<file path="src/design/lfs_pkg.sv">
// Package for the LED fade step sequencer: request op codes, field widths,
// configuration register indexes and the fade command record.
// No dependencies; every other file of the block imports it.
package lfs_pkg;

  localparam int OP_W        = 2;
  localparam int IN_IDX_W    = 4;
  localparam int PORT_TIME_W = 16;
  localparam int LEVEL_W     = 8;
  localparam int CNT_W       = 5;
  localparam int CFG_IDX_W   = 1;
  localparam int CFG_DATA_W  = 5;

  typedef enum logic [OP_W-1:0] {
    OP_TICK  = 2'd0,
    OP_LOAD  = 2'd1,
    OP_START = 2'd2,
    OP_STOP  = 2'd3
  } op_t;

  localparam logic [CFG_IDX_W-1:0] CFG_STEP_COUNT = 1'b0;
  localparam logic [CFG_IDX_W-1:0] CFG_LOOP_MODE  = 1'b1;

  localparam logic [LEVEL_W-1:0] LEVEL_DARK = '0;

  typedef struct packed {
    logic [LEVEL_W-1:0]     target;
    logic [PORT_TIME_W-1:0] dur;
    logic [IN_IDX_W-1:0]    step;
  } cmd_t;

endpackage

</file>
<file path="src/design/lfs_in_if.sv">
// Request channel of the LED fade step sequencer: valid/ready plus the
// request fields. Depends on lfs_pkg.
interface lfs_in_if import lfs_pkg::*; ();
  logic                   valid;
  logic                   ready;
  op_t                    op;
  logic [IN_IDX_W-1:0]    step_index;
  logic [PORT_TIME_W-1:0] on_ms;
  logic [PORT_TIME_W-1:0] off_ms;
  logic [PORT_TIME_W-1:0] fade_ms;
  logic [LEVEL_W-1:0]     peak_level;

  modport source (output valid, op, step_index, on_ms, off_ms, fade_ms, peak_level,
                  input ready);
  modport sink (input valid, op, step_index, on_ms, off_ms, fade_ms, peak_level,
                output ready);
endinterface

</file>
<file path="src/design/lfs_out_if.sv">
// Fade command channel of the LED fade step sequencer: valid/ready plus
// the command fields. Depends on lfs_pkg.
interface lfs_out_if import lfs_pkg::*; ();
  logic                   valid;
  logic                   ready;
  logic [LEVEL_W-1:0]     fade_target;
  logic [PORT_TIME_W-1:0] fade_duration_ms;
  logic [IN_IDX_W-1:0]    step_now;

  modport source (output valid, fade_target, fade_duration_ms, step_now, input ready);
  modport sink (input valid, fade_target, fade_duration_ms, step_now, output ready);
endinterface

</file>
<file path="src/design/led_fade_step_sequencer.sv">
// Top level of the LED fade step sequencer: step table, phase timing and
// fade command generation. Depends on lfs_pkg, lfs_in_if and lfs_out_if.
//
//   channel   direction  handshake            payload
//   in_if     in         valid/ready          op, step_index, on/off/fade_ms, peak_level
//   out_if    out        valid/ready          fade_target, fade_duration_ms, step_now
//   cfg_*     in         cfg_we, no wait      cfg_idx, cfg_wdata
//
// One request is accepted per cycle unless the request register is stalled.
// A request is registered and processed once the result register can take
// it; its fade command (if any) is then loaded into the result register,
// which drives out_if.valid. The request register stalls only while the result
// register is full and not taken. Reset is synchronous and clears all control
// state; the step table holds no reset value and is valid only where loaded.
module led_fade_step_sequencer import lfs_pkg::*; #(
  parameter int MAX_STEPS = 16,
  parameter int TIME_BITS = 16
) (
  input  logic                  clk,
  input  logic                  rst_n,
  lfs_in_if.sink                in_if,
  lfs_out_if.source             out_if,
  input  logic                  cfg_we,
  input  logic [CFG_IDX_W-1:0]  cfg_idx,
  input  logic [CFG_DATA_W-1:0] cfg_wdata
);

  localparam int SIDX_W = (MAX_STEPS > 1) ? $clog2(MAX_STEPS) : 1;
  localparam int EL_W   = TIME_BITS + 2;
  localparam int IDXC_W = 9;
  localparam logic [IDXC_W-1:0] MAX_STEPS_C = IDXC_W'(MAX_STEPS);
  localparam logic [IDXC_W-1:0] ONE_STEP    = IDXC_W'(1);
  localparam logic [EL_W-1:0]   EL_MAX      = '1;

  typedef struct packed {
    logic [TIME_BITS-1:0] on_t;
    logic [TIME_BITS-1:0] off_t;
    logic [TIME_BITS-1:0] fade_t;
    logic [LEVEL_W-1:0]   level;
  } entry_t;

  // Request register
  logic                s1_vld_r, s1_vld_nxt;
  op_t                 s1_op_r;
  logic [IN_IDX_W-1:0] s1_idx_r;
  entry_t              s1_ent_r;

  // Configuration
  logic [CNT_W-1:0] step_count_r;
  logic             loop_mode_r;

  // Sequencer state
  entry_t            tbl_r [MAX_STEPS];
  entry_t            cur_r, cur_nxt;
  logic [SIDX_W-1:0] cs_r, cs_nxt;
  logic [EL_W-1:0]   el_r, el_nxt;
  logic              run_r, run_nxt;
  logic              stop_r, stop_nxt;
  logic              fos_r, fos_nxt;
  logic              trdy_r, trdy_nxt;

  // Result register
  logic out_vld_r, out_vld_nxt;
  cmd_t out_cmd_r, cmd_nxt;

  logic              in_acc, go, emit, tbl_we, ld_in_range, is_last;
  logic [IDXC_W-1:0] ld_idx_w, cnt_eff, cs_p1;
  logic [SIDX_W-1:0] ld_idx, nidx;
  logic [EL_W-1:0]   el_inc, hold_end, step_end;
  entry_t            ent0, nent;

  assign go          = s1_vld_r && (!out_vld_r || out_if.ready);
  assign in_if.ready = !s1_vld_r || go;
  assign in_acc      = in_if.valid && in_if.ready;
  assign s1_vld_nxt  = in_acc ? 1'b1 : (go ? 1'b0 : s1_vld_r);

  assign ld_idx_w    = IDXC_W'(s1_idx_r);
  assign ld_in_range = ld_idx_w < MAX_STEPS_C;
  assign ld_idx      = ld_idx_w[SIDX_W-1:0];

  assign ent0 = tbl_r[0];
  assign nidx = cs_r + 1'b1;
  assign nent = tbl_r[nidx];

  assign el_inc   = (el_r == EL_MAX) ? el_r : el_r + 1'b1;
  assign hold_end = EL_W'(cur_r.on_t) + EL_W'(cur_r.fade_t);
  assign step_end = EL_W'(cur_r.on_t) + (EL_W'(cur_r.fade_t) << 1) + EL_W'(cur_r.off_t);

  // A step count of zero acts as one; counts above the table size clip to it.
  always_comb begin
    if (step_count_r == '0) begin
      cnt_eff = ONE_STEP;
    end else if (IDXC_W'(step_count_r) > MAX_STEPS_C) begin
      cnt_eff = MAX_STEPS_C;
    end else begin
      cnt_eff = IDXC_W'(step_count_r);
    end
  end

  assign cs_p1   = IDXC_W'(cs_r) + ONE_STEP;
  assign is_last = (cs_p1 >= cnt_eff) || stop_r;

  always_comb begin
    cs_nxt   = cs_r;
    el_nxt   = el_r;
    run_nxt  = run_r;
    stop_nxt = stop_r;
    fos_nxt  = fos_r;
    trdy_nxt = trdy_r;
    cur_nxt  = cur_r;
    tbl_we   = 1'b0;
    emit     = 1'b0;
    cmd_nxt  = '{target: ent0.level, dur: PORT_TIME_W'(ent0.fade_t), step: '0};
    if (go) begin
      case (s1_op_r)
        OP_LOAD: begin
          if (ld_in_range) begin
            tbl_we   = 1'b1;
            trdy_nxt = 1'b1;
            // A load into the running step takes effect at once.
            if (cs_r == ld_idx) begin
              cur_nxt = s1_ent_r;
            end
          end
        end
        OP_START: begin
          if (!run_r && trdy_r) begin
            stop_nxt = 1'b0;
            run_nxt  = 1'b1;
            cs_nxt   = '0;
            el_nxt   = '0;
            fos_nxt  = 1'b0;
            cur_nxt  = ent0;
            emit     = 1'b1;
          end
        end
        OP_STOP: begin
          stop_nxt = 1'b1;
        end
        OP_TICK: begin
          if (run_r) begin
            el_nxt = el_inc;
            if (el_inc >= hold_end) begin
              if (!fos_r) begin
                fos_nxt = 1'b1;
                emit    = 1'b1;
                cmd_nxt = '{target: LEVEL_DARK, dur: PORT_TIME_W'(cur_r.fade_t),
                            step: IN_IDX_W'(cs_r)};
              end else if (el_inc >= step_end) begin
                if (is_last) begin
                  if (!stop_r && loop_mode_r) begin
                    cs_nxt  = '0;
                    el_nxt  = '0;
                    fos_nxt = 1'b0;
                    cur_nxt = ent0;
                    emit    = 1'b1;
                  end else begin
                    run_nxt = 1'b0;
                  end
                end else begin
                  cs_nxt  = nidx;
                  el_nxt  = '0;
                  fos_nxt = 1'b0;
                  cur_nxt = nent;
                  emit    = 1'b1;
                  cmd_nxt = '{target: nent.level, dur: PORT_TIME_W'(nent.fade_t),
                              step: IN_IDX_W'(nidx)};
                end
              end
            end
          end
        end
        default: begin
        end
      endcase
    end
  end

  always_comb begin
    if (go) begin
      out_vld_nxt = emit;
    end else if (out_if.ready) begin
      out_vld_nxt = 1'b0;
    end else begin
      out_vld_nxt = out_vld_r;
    end
  end

  always_ff @(posedge clk) begin
    if (!rst_n) begin
      s1_vld_r     <= 1'b0;
      step_count_r <= CNT_W'(1);
      loop_mode_r  <= 1'b0;
      cs_r         <= '0;
      el_r         <= '0;
      run_r        <= 1'b0;
      stop_r       <= 1'b0;
      fos_r        <= 1'b0;
      trdy_r       <= 1'b0;
      out_vld_r    <= 1'b0;
    end else begin
      s1_vld_r  <= s1_vld_nxt;
      cs_r      <= cs_nxt;
      el_r      <= el_nxt;
      run_r     <= run_nxt;
      stop_r    <= stop_nxt;
      fos_r     <= fos_nxt;
      trdy_r    <= trdy_nxt;
      out_vld_r <= out_vld_nxt;
      if (cfg_we) begin
        case (cfg_idx)
          CFG_STEP_COUNT: step_count_r <= cfg_wdata;
          CFG_LOOP_MODE:  loop_mode_r  <= cfg_wdata[0];
          default: begin
          end
        endcase
      end
    end
  end

  always_ff @(posedge clk) begin
    if (in_acc) begin
      s1_op_r  <= in_if.op;
      s1_idx_r <= in_if.step_index;
      s1_ent_r <= '{on_t: TIME_BITS'(in_if.on_ms), off_t: TIME_BITS'(in_if.off_ms),
                    fade_t: TIME_BITS'(in_if.fade_ms), level: in_if.peak_level};
    end
    if (tbl_we) begin
      tbl_r[ld_idx] <= s1_ent_r;
    end
    cur_r <= cur_nxt;
    if (go && emit) begin
      out_cmd_r <= cmd_nxt;
    end
  end

  assign out_if.valid            = out_vld_r;
  assign out_if.fade_target      = out_cmd_r.target;
  assign out_if.fade_duration_ms = out_cmd_r.dur;
  assign out_if.step_now         = out_cmd_r.step;

endmodule

</file>
<file path="src/flat_wrapper.sv">
// flat-port wrapper written by rule: the top's interface ports become plain ports
module led_fade_step_sequencer_flat import lfs_pkg::*;
#(
  parameter int MAX_STEPS = 16,
  parameter int TIME_BITS = 16
)
  (clk, rst_n, cfg_we, cfg_idx, cfg_wdata, in_if_valid, in_if_op, in_if_step_index, in_if_on_ms, in_if_off_ms, in_if_fade_ms, in_if_peak_level, in_if_ready, out_if_valid, out_if_fade_target, out_if_fade_duration_ms, out_if_step_now, out_if_ready);
  lfs_in_if in_if_i ();
  lfs_out_if out_if_i ();
  input  logic clk;
  input  logic rst_n;
  input  logic cfg_we;
  input  logic [CFG_IDX_W-1:0] cfg_idx;
  input  logic [CFG_DATA_W-1:0] cfg_wdata;
  input wire logic [$bits(in_if_i.valid)-1:0] in_if_valid;
  input wire logic [$bits(in_if_i.op)-1:0] in_if_op;
  input wire logic [$bits(in_if_i.step_index)-1:0] in_if_step_index;
  input wire logic [$bits(in_if_i.on_ms)-1:0] in_if_on_ms;
  input wire logic [$bits(in_if_i.off_ms)-1:0] in_if_off_ms;
  input wire logic [$bits(in_if_i.fade_ms)-1:0] in_if_fade_ms;
  input wire logic [$bits(in_if_i.peak_level)-1:0] in_if_peak_level;
  output wire logic [$bits(in_if_i.ready)-1:0] in_if_ready;
  output wire logic [$bits(out_if_i.valid)-1:0] out_if_valid;
  output wire logic [$bits(out_if_i.fade_target)-1:0] out_if_fade_target;
  output wire logic [$bits(out_if_i.fade_duration_ms)-1:0] out_if_fade_duration_ms;
  output wire logic [$bits(out_if_i.step_now)-1:0] out_if_step_now;
  input wire logic [$bits(out_if_i.ready)-1:0] out_if_ready;
  assign in_if_i.valid = in_if_valid;
  assign in_if_i.op = in_if_op;
  assign in_if_i.step_index = in_if_step_index;
  assign in_if_i.on_ms = in_if_on_ms;
  assign in_if_i.off_ms = in_if_off_ms;
  assign in_if_i.fade_ms = in_if_fade_ms;
  assign in_if_i.peak_level = in_if_peak_level;
  assign in_if_ready = in_if_i.ready;
  assign out_if_valid = out_if_i.valid;
  assign out_if_fade_target = out_if_i.fade_target;
  assign out_if_fade_duration_ms = out_if_i.fade_duration_ms;
  assign out_if_step_now = out_if_i.step_now;
  assign out_if_i.ready = out_if_ready;
  led_fade_step_sequencer #(.MAX_STEPS(MAX_STEPS), .TIME_BITS(TIME_BITS)) u_core (.clk(clk), .rst_n(rst_n), .in_if(in_if_i), .out_if(out_if_i), .cfg_we(cfg_we), .cfg_idx(cfg_idx), .cfg_wdata(cfg_wdata));
endmodule
</file>
<file path="config.mk">
export PLATFORM = sky130hd
export DESIGN_NAME = led_fade_step_sequencer_flat
export DESIGN_NICKNAME = d
export VERILOG_FILES = /design/src/design/lfs_pkg.sv /design/src/design/lfs_in_if.sv /design/src/design/lfs_out_if.sv /design/src/design/led_fade_step_sequencer.sv /design/src/flat_wrapper.sv
export SDC_FILE = /design/constraint.sdc
export NUM_CORES = 1
export LEC_CHECK = 0
export ABC_AREA = 1
export BUFFER_PORTS_ARGS = -buffer_cell sky130_fd_sc_hd__clkbuf_2
export CORE_MARGIN = 2
export CORE_UTILIZATION = 40
export CTS_BUF_LIST = sky130_fd_sc_hd__clkbuf_8
export DETAILED_ROUTE_END_ITERATION = 16
export HOLD_SLACK_MARGIN = 0.06
export SKIP_CTS_REPAIR_TIMING = 1
export SYNTH_ARGS = -nofsm -noshare
export SYNTH_HDL_FRONTEND = slang
export SYNTH_SLANG_ARGS = --single-unit
</file>
<file path="constraint.sdc">
create_clock -name clk -period 5.7 [get_ports clk]
set_input_delay 0.57 -clock clk [delete_from_list [all_inputs] [get_ports clk]]
set_output_delay 0.57 -clock clk [all_outputs]
set_load 0.005 [all_outputs]
</file>
======== Yosys cells after proc, flatten, opt, wreduce, memory -nomap -nowiden ========
Memories as Yosys holds them, arrays and structs flattened.
Index checks and enable logic that the tools add are counted.
word-level totals
  word-level logic and storage cells ...... 146
  memories ................................ 1
  bits of input ports ..................... 73
  memory bits (writable) .................. 896
  output and inout bits ................... 30
  bits in registers ....................... 172
cells by class
  add/subtract/negate cells ............... 6
  bitwise operators ....................... 1
  reduce and logical (&&, ||, !) cells .... 29
  eq/ne operators ......................... 13
  magnitude comparators ................... 5
  multiplexer cells ....................... 69
memory list
  name          depth  width  rd ports  clocked after Yosys merged registers in  wr ports  line                           source
  u_core.tbl_r  16     56     2         0                                        1         led_fade_step_sequencer.sv:53  entry_t tbl_r [MAX_STEPS];
operators with widths
  operator                                                number
  two-way mux 56 bit                                      9
  two-way mux 28 bit                                      7
  one-hot mux 56 bit (3 select lines)                     1
  two-way mux 18 bit                                      8
  >= comparator 18 bit                                    2
  one-hot mux 18 bit (2 select lines)                     1
  two-way mux 1 bit                                       29
  two-way mux 4 bit                                       7
  adder 16 x 17 -> 18 bit                                 1
  adder 18 x 1 -> 18 bit (second input constant)          1
  adder 18 x 16 -> 18 bit                                 1
  equality test 18 bit (second input constant)            1
  adder 16 x 16 -> 17 bit                                 1
  inequality test 2 x 1 -> 1 bit (second input constant)  7
  two-way mux 5 bit                                       2
  AND reduction 10 bit                                    1
  >= comparator 9 bit                                     1
  AND reduction 3 bit                                     3
  one-hot mux 1 bit (2 select lines)                      4
  one-hot mux 4 bit (2 select lines)                      1
  AND reduction 4 bit                                     2
  AND reduction 8 bit                                     1
  nonzero test 2 bit                                      4
  adder 4 x 1 -> 5 bit (second input constant)            1
  16 further kinds                                        27

======== Logic depth before layout (Yosys ltp) ========
Gate-level depths: netlist of the first run.
  word-level depth ........................ 13
  depth in mapped cells ................... 27
  mapped depth without buffers ............ 27

======== Least setup slack after synthesis of the first run ========
Ideal clock, no wire load.
  kind .................................... flip-flop to flip-flop
  from .................................... register u_core.cur_r[8] (netlist name)
  to ...................................... register u_core.cur_r[10] (netlist name), enable pin
  clock period less this slack ............ 5271 ps
  setup time .............................. 411 ps
  slack ................................... 429 ps
  arrival ................................. 4861 ps
  data required time ...................... 5289 ps
  cell stages (with the launch flop) ...... 22
  buffers on the path ..................... 0
  cell sequence ........................... edfxtp_1 inv_1 fa_1 inv_1 ha_1 fa_1 a31oi_1 inv_1 nand3_1 nand3_1 nand3_1 nand2_1 xor2_1 ha_1 nand2_1 nor2_1 and2_1 nand3b_1 nand4_1 nand2_1 o21ai_1 and3_1
on the way
  cells in the longest elaborated chain, start to end .. 5
  elaborated cells on any way between the ends .. 8
  classes of those cells .................. 3 x add/sub; 2 x order compare; 2 x eq/ne; 1 x reduce/logical
ends and longest elaborated chain
  what                                             line                            source
  from (decl)                                      led_fade_step_sequencer.sv:54   entry_t cur_r, cur_nxt;
  from (signal assigned)                           led_fade_step_sequencer.sv:231  cur_r <= cur_nxt;
  adder 16 x 17 -> 18 bit                          led_fade_step_sequencer.sv:87   assign step_end = EL_W'(cur_r.on_t) + (EL_W'(cur_r.fade_t) << 1) + EL_W'(cur_r.off_t);
  adder 18 x 16 -> 18 bit                          led_fade_step_sequencer.sv:87
  >= comparator 18 bit                             led_fade_step_sequencer.sv:149  end else if (el_inc >= step_end) begin
  inequality test 2 x 1 -> 1 bit (no source line)  -
  AND reduction 10 bit (no source line) *          -
Mark *: on every way between the ends. The rest lies on a longest branch, timed or not.
A chain may end at the register's enable or synchronous reset.

======== Worst setup path after layout of the first run ========
  from .................................... register u_core.cur_r[8] (netlist name)
  to ...................................... register u_core.cur_r[54] (netlist name), enable pin
The elaborated chain is that of the path after synthesis.

==> reports/qor.csv, run 1 <==
stage,metric,value,unit
outcome,status,completed,
worst_setup_path,critical_path.max_fanout,48,
synthesis,syn-num-nets,3985,
routing,met2WireLength,59500,um
placed_design,hpwlAfterDp,69900,um
layout,fin_util,45.9,%
worst_setup_path,r2r-end,u_core.cur_r[54]$_DFFE_PP_,
sta,fin_worst_skew,34.6,ps
routing,drt-met1-wl,54500,um
grt,grtUsageTotal,21.1,%
clock_tree,htreeDepth,4,
grt,overflow,0,
routing,routed.top_layer,met5,
floorplanning,core,113000,um2
placed_design,dpl_cell_area,48100,um2
worst_setup_path,cp_slowest_cell,fa_1,
sta,tightest_slew,1360,ps
synthesis,yosysUniqueCellTypes,54,
synthesis,syn-instance-count,3820,
routing,drtPass1Iterations,6,
synthesis,yosys-top-cells-area,"edfxtp_1 (68%), nand2_1 (6.5%), a21oi_1 (3.6%), nand3_1 (2.9%), o21ai_0 (2.7%)",
synthesis,yosys.cell_count.top_type,edfxtp_1,
sta,drv_slew,0,
run,max-cap-violations,0,
worst_setup_path,cp-start-kind,register,
routing,routed-wl-met3,7870,um
placed_design,routabilityCongestion,0.927,
min_path,hold-path-cell-count,3,
sta,rsz0062_at_grt,false,
routing,vias,30700,
worst_setup_path,rr_worst_depth,22,
synthesis,synthArstFlopShare,0,%
clock_tree,numCtsBuffers,174,
synthesis,seq_area_frac_synth,69.5,%
synthesis,synth_area,45700,um2
grt,grt_first_pass_wirelength,186000,um
layout,area_growth_syn_to_layout,13.6,%
routing,viasPerCell,5.43,
synthesis,synth_edf_count,1034,
sta,period_share,87.7,%
sta,fmax,0.200,GHz
synthesis,yosysWarnings,0,
layout,nets,4177,
clock_tree,cts_tree,done,
clock_tree,clock_tree.root_cell,clkbuf_8,
worst_setup_path,r2r_slack,700,ps
routing,wl,126000,um
grt,antenna_found_initial,4,
routing,routedWlPerCell,22.2,um
min_path,min_to,u_core.cs_r[3]$_SDFFE_PN0P_,
layout,layout-drive-gt1-share,10.1,%
synthesis,ys_ff_latch,1068,
clock_tree,clockBufferDepth,3,
sta,setup_viol,0,
clock_tree,clk_pin_slew,60,ps
sta,tns,0,ps
worst_setup_path,crit_required,6220,ps
floorplanning,pin_count,103,
worst_setup_path,path_cells,"inv_1, fa_1, inv_1, ha_1, fa_1, a31oi_1, inv_1, nand3_1, nand3_1, nand3_1, nand2_1, xor2_1, ha_1, nand2_1, nor2_1, and2_1, nand3b_1, nand4_1, nand2_1, o21ai_1, and3_2, buf_12",
power_and_ir_drop,p_leak,18.5,nW
routing,ant_nets,0,
floorplanning,die_x,342,um
floorplanning,start_util,40.4,%
synthesis,synth_common_cells,"edfxtp_1 (1,034), nand2_1 (788), a21oi_1 (326), nor2_1 (291), nand3_1 (267)",
placed_design,portBuffers,102,
min_path,holdCritStartpoint,rst_n,
worst_setup_path,critical_path.top_delay_family,adder cells,
worst_setup_path,reg2reg_from,u_core.cur_r[8]$_DFFE_PP_,
clock_tree,clk_latency,850,ps
worst_setup_path,crit_buf_inv,4,
sta,min_period,5000,ps
grt,grt_max_degree,205,
synthesis,yosys.area.top_type,edfxtp_1,
layout,n_fill_cell,10200,
synthesis,synth_top_cell_area_share,68.0,%
power_and_ir_drop,power_density,305,nW/um2
worst_setup_path,end_kind,register,
routing,drt-initial-drc-count,3046,
min_path,worstHoldPathType,in -> reg,
grt,grt_pass1_vias,29000,
floorplanning,die_y,342,um
worst_setup_path,path_class,reg -> reg,
worst_setup_path,arrival,5520,ps
sta,relSlewSlack,9.40,%
floorplanning,num_rows,123,
layout,postLayoutCellArea,51900,um2
sta,finalHoldViolations,0,
clock_tree,cts.sinks,1068,
floorplanning,dieArea,117000,um2
worst_setup_path,critical_path.max_stage_delay,540,ps
synthesis,syn-mean-instance-area,12.0,um2
routing,drc,0,
power_and_ir_drop,peakVddDrop,0.000183,V
synthesis,ys.flop_type,edfxtp_1,
how the worst max path moves through the flow:
stage | startpoint | to | slack, ps | cells past startpoint
floorplan | u_core.cur_r[8]$_DFFE_PP_ | u_core.cur_r[10]$_DFFE_PP_ | 430 | 21
global placement | u_core.cur_r[8]$_DFFE_PP_ | u_core.cur_r[31]$_DFFE_PP_ | 730 | 22
detailed placement | u_core.cur_r[8]$_DFFE_PP_ | u_core.cur_r[22]$_DFFE_PP_ | 690 | 22
CTS | u_core.cur_r[8]$_DFFE_PP_ | u_core.cur_r[54]$_DFFE_PP_ | 680 | 22
global route | u_core.cur_r[8]$_DFFE_PP_ | u_core.cur_r[55]$_DFFE_PP_ | 330 | 22
finish | u_core.cur_r[8]$_DFFE_PP_ | u_core.cur_r[54]$_DFFE_PP_ | 700 | 22
stage by stage:
| stage | power [mW] | instances | hold slack, ps | setup WS [ps] |
|---|---|---|---|---|
| after floorplan | 9.56 | 3820 | 439 | 429 |
| after global placement | 9.99 | 5263 | 454 | 733 |
| after detailed placement | 10.0 | 5263 | 457 | 694 |
| after CTS | 15.9 | 5575 | -198 | 682 |
| after global routing | 16.4 | 5649 | 91.6 | 333 |
| final | 15.8 | 5649 | 114 | 700 |
flip-flops by register name, indices dropped and copies added (netlist names):
signal and flops:
u_core.tbl_r 896, u_core.stop_r 1, u_core.loop_mode_r 1, u_core.step_count_r 5
u_core.out_if.step_now 4, u_core.run_r 1, u_core.el_r 18, u_core.s1_ent_r 56
u_core.ld_idx 4, u_core.out_if.fade_duration_ms 16, u_core.s1_op_r 2, u_core.fos_r 1
u_core.out_if.valid 1, u_core.out_if.fade_target 8, u_core.cur_r 48, u_core.cs_r 4
u_core.s1_vld_r 1, u_core.trdy_r 1
cell usage in the layout (no fill, tap or decap), types with 35 or more instances in the layout:
cell	instances
o21ai_0	246
edfxtp_1	1034
clkinv_1	40
nand3_1	267
o211ai_1	90
a22oi_1	68
inv_1	198
ha_1	74
o221ai_1	35
dlygate4sd3_1	73
buf_4	43
a21oi_1	326
nor2_1	274
clkbuf_8	178
nand2_1	788
clkbuf_2	102
where the power goes:
group	total, mW	switching [mW]	internal (mW)	leakage, nW
clock	5.96	3.02	2.94	1.80
combinational	1.01	0.700	0.311	7.07
sequential	8.87	0.136	8.73	9.62
kinds of logic (layout without fill, tap and decap cells):
family	Yosys count	in the layout	synth area share (%)
flops	1068	1068	69.5
xor+xnor	47	47	0.934
simple gates	1390	1390	12.5
compound gates	858	858	11.1
other cells	0	1	0
fa+ha+maj	92	92	2.80
mux	1	1	0.0219
buf+inv	364	692	3.18
layout make-up:
| cell class | instances | area (um2) | share of cell area [%] |
|---|---|---|---|
| Sequential cell | 1068 | 31700 | 61.1 |
| Multi-Input combinational cell | 2388 | 12700 | 24.4 |
| Clock buffer | 178 | 2450 | 4.72 |
| Timing Repair Buffer | 241 | 2020 | 3.90 |
| Tap cell | 1500 | 1880 | 3.62 |
| Clock inverter | 134 | 611 | 1.18 |
| Inverter | 139 | 539 | 1.04 |
| Antenna cell | 1 | 2.50 | 0.00482 |
worst min-delay path, stage by stage:
cell      delay (ps)
clkbuf_2         190
nand2_1          110
nor2_1            30
routing by layer:
layer,vias to the layer above,track usage (%)
met5,-,0
met4,2,7.57
met3,236,3.27
met2,1119,34.1
met1,15000,29.0
li1,14300,-
Power figures use the tool's default switching activity.
==> inputs of run 2 (changes only) <==
--- a/config.mk
+++ b/config.mk
@@ -8,7 +8,7 @@
 export ABC_AREA = 1
 export BUFFER_PORTS_ARGS = -buffer_cell sky130_fd_sc_hd__clkbuf_2
 export CORE_MARGIN = 2
-export CORE_UTILIZATION = 40
+export CORE_UTILIZATION = 35
 export CTS_BUF_LIST = sky130_fd_sc_hd__clkbuf_8
 export DETAILED_ROUTE_END_ITERATION = 16
 export HOLD_SLACK_MARGIN = 0.06
==> run 2 against run 1 <==
  * Flip-flop and latch count did not move
  * Critical path depth did not move
  * First-iteration DRC count rose by 2.2%
  * Sequential power barely moved
  * Via count rose by 0.47%
  * Worst setup slack improved by 27 ps
  * Hold slack got worse by 13 ps
  * Largest power group unchanged
  * Highest routed layer unchanged
==> reports/qor.csv, run 2 (synthesized netlist as in run 1, its figures left out) <==
stage,metric,value,unit
placed_design,portBuffers,102,
layout,n_fill_cell,12300,
worst_setup_path,path_depth,22,
layout,biggestRegsByFlops,"u_core.tbl_r (896), u_core.s1_ent_r (56), u_core.cur_r (48)",
floorplanning,die_y,365,um
grt,grt_pass1_vias,29600,
worst_setup_path,r2r_slack,730,ps
routing,viasPerCell,5.24,
routing,drtPass1Iterations,5,
floorplanning,pin_count,103,
clock_tree,htreeDepth,4,
worst_setup_path,startpoint,u_core.cur_r[8]$_DFFE_PP_,
grt,grt_max_degree,187,
worst_setup_path,critical_path.top_delay_family,adder cells,
clock_tree,clk_pin_slew,60,ps
placed_design,place_inst,5504,
placed_design,hpwlAfterDp,70900,um
sta,fin_worst_skew,34.5,ps
clock_tree,numCtsBuffers,174,
clock_tree,clockBufferDepth,3,
power_and_ir_drop,power_density,306,nW/um2
outcome,status,completed,
layout,layout_common_cells,"edfxtp_1 (1,034), nand2_1 (788), a21oi_1 (326), nor2_1 (274), nand3_1 (267)",
floorplanning,core,129000,um2
worst_setup_path,crit_required,6210,ps
worst_setup_path,cp-start-kind,register,
sta,finalHoldViolations,0,
power_and_ir_drop,peakVddDrop,0.000168,V
routing,drc,0,
grt,antenna_found_initial,4,
placed_design,routabilityCongestion,0.932,
sta,hold_slack,101,ps
clock_tree,clk_latency,850,ps
sta,min_period,4970,ps
grt,overflow,0,
routing,drt-initial-drc-count,3113,
routing,vias,30800,
worst_setup_path,critical_path.max_stage_delay,530,ps
worst_setup_path,rr_worst_depth,22,
worst_setup_path,endpoint,u_core.cur_r[38]$_DFFE_PP_,
floorplanning,start_util,35.3,%
sta,setup_ws,727,ps
sta,tightest_slew,1310,ps
worst_setup_path,cp_slowest_cell,fa_1,
placed_design,dpl_cell_area,48400,um2
clock_tree,clock_tree.root_cell,clkbuf_8,
grt,grtUsageTotal,18.8,%
floorplanning,num_rows,132,
routing,routedWlPerCell,21.6,um
worst_setup_path,path_class,reg -> reg,
sta,fmax,0.201,GHz
layout,layout-drive-gt1-share,10.2,%
power_and_ir_drop,design_power_total,16.0,mW
power_and_ir_drop,p_leak,18.5,nW
worst_setup_path,end_kind,register,
clock_tree,cts_tree,done,
run,max-cap-violations,0,
layout,final_common_cell,edfxtp_1,
grt,grt_first_pass_wirelength,189000,um
floorplanning,die_x,365,um
sta,setup_viol,0,
min_path,worstHoldPathType,in -> reg,
worst_setup_path,r2r-end,u_core.cur_r[38]$_DFFE_PP_,
worst_setup_path,path_cells,"inv_1, fa_1, inv_1, ha_1, fa_1, a31oi_1, inv_1, nand3_1, nand3_1, nand3_1, nand2_1, xor2_1, ha_1, nand2_1, nor2_1, and2_1, nand3b_1, nand4_1, nand2_1, o21ai_1, and3_2, buf_12",
sta,tns,0,ps
layout,nets,4174,
sta,relSlewSlack,12.6,%
routing,wl,127000,um
routing,ant_nets,0,
worst_setup_path,crit_buf_inv,4,
layout,area_growth_syn_to_layout,14.3,%
layout,postLayoutCellArea,52200,um2
sta,period_share,87.2,%
placed_design,dp_slack,767,ps
worst_setup_path,critical_path.max_fanout,48,
layout,fin_util,40.3,%
floorplanning,dieArea,133000,um2
sta,drv_slew,0,
layout,largest_register,u_core.tbl_r,
layout,fin_cells,5880,
worst_setup_path,reg2reg_from,u_core.cur_r[8]$_DFFE_PP_,
clock_tree,cts.sinks,1068,
worst_setup_path,arrival,5480,ps
sta,rsz0062_at_grt,false,
layout,largest_register_ffs,896,
run 2: layout make-up:
class	count	area [um2]	share of cell area (%)
multi-input combinational	2388	12700	24.2
sequential	1068	31700	60.8
clock inverter	119	603	1.15
tap	1742	2180	4.17
clock buffer	182	2500	4.80
timing repair buffer	238	1970	3.78
inverter	139	549	1.05
antenna	4	10.0	0.0192
run 2: worst min-delay path by stage:
stage	startpoint	endpoint	slack [ps]	depth (start not counted)
after floorplan	u_core.loop_mode_r$_SDFFE_PN0P_	u_core.loop_mode_r$_SDFFE_PN0P_	440	2
after global placement	u_core.step_count_r[0]$_SDFFE_PN1P_	u_core.step_count_r[0]$_SDFFE_PN1P_	470	2
after detailed placement	u_core.step_count_r[0]$_SDFFE_PN1P_	u_core.step_count_r[0]$_SDFFE_PN1P_	470	2
after CTS	in_if_fade_ms[13]	u_core.s1_ent_r[21]$_DFFE_PP_	-170	1
after global routing	rst_n	u_core.cs_r[2]$_SDFFE_PN0P_	60	3
final	rst_n	u_core.step_count_r[0]$_SDFFE_PN1P_	100	2
run 2: layer usage:
layer,part of all wire (%),global-route usage [%],wire [um]
met2,48,30.9,60500
met5,0.012,0,15
met3,6.0,3.09,7610
met1,44,25.4,55200
met4,2.8,6.22,3590
run 2: report_power, final:
group	internal, mW	leakage, nW	switching, mW	total (mW)
Combinational	0.304	7.04	0.688	0.992
Sequential	8.73	9.62	0.151	8.89
Clock	3.11	1.80	2.99	6.10
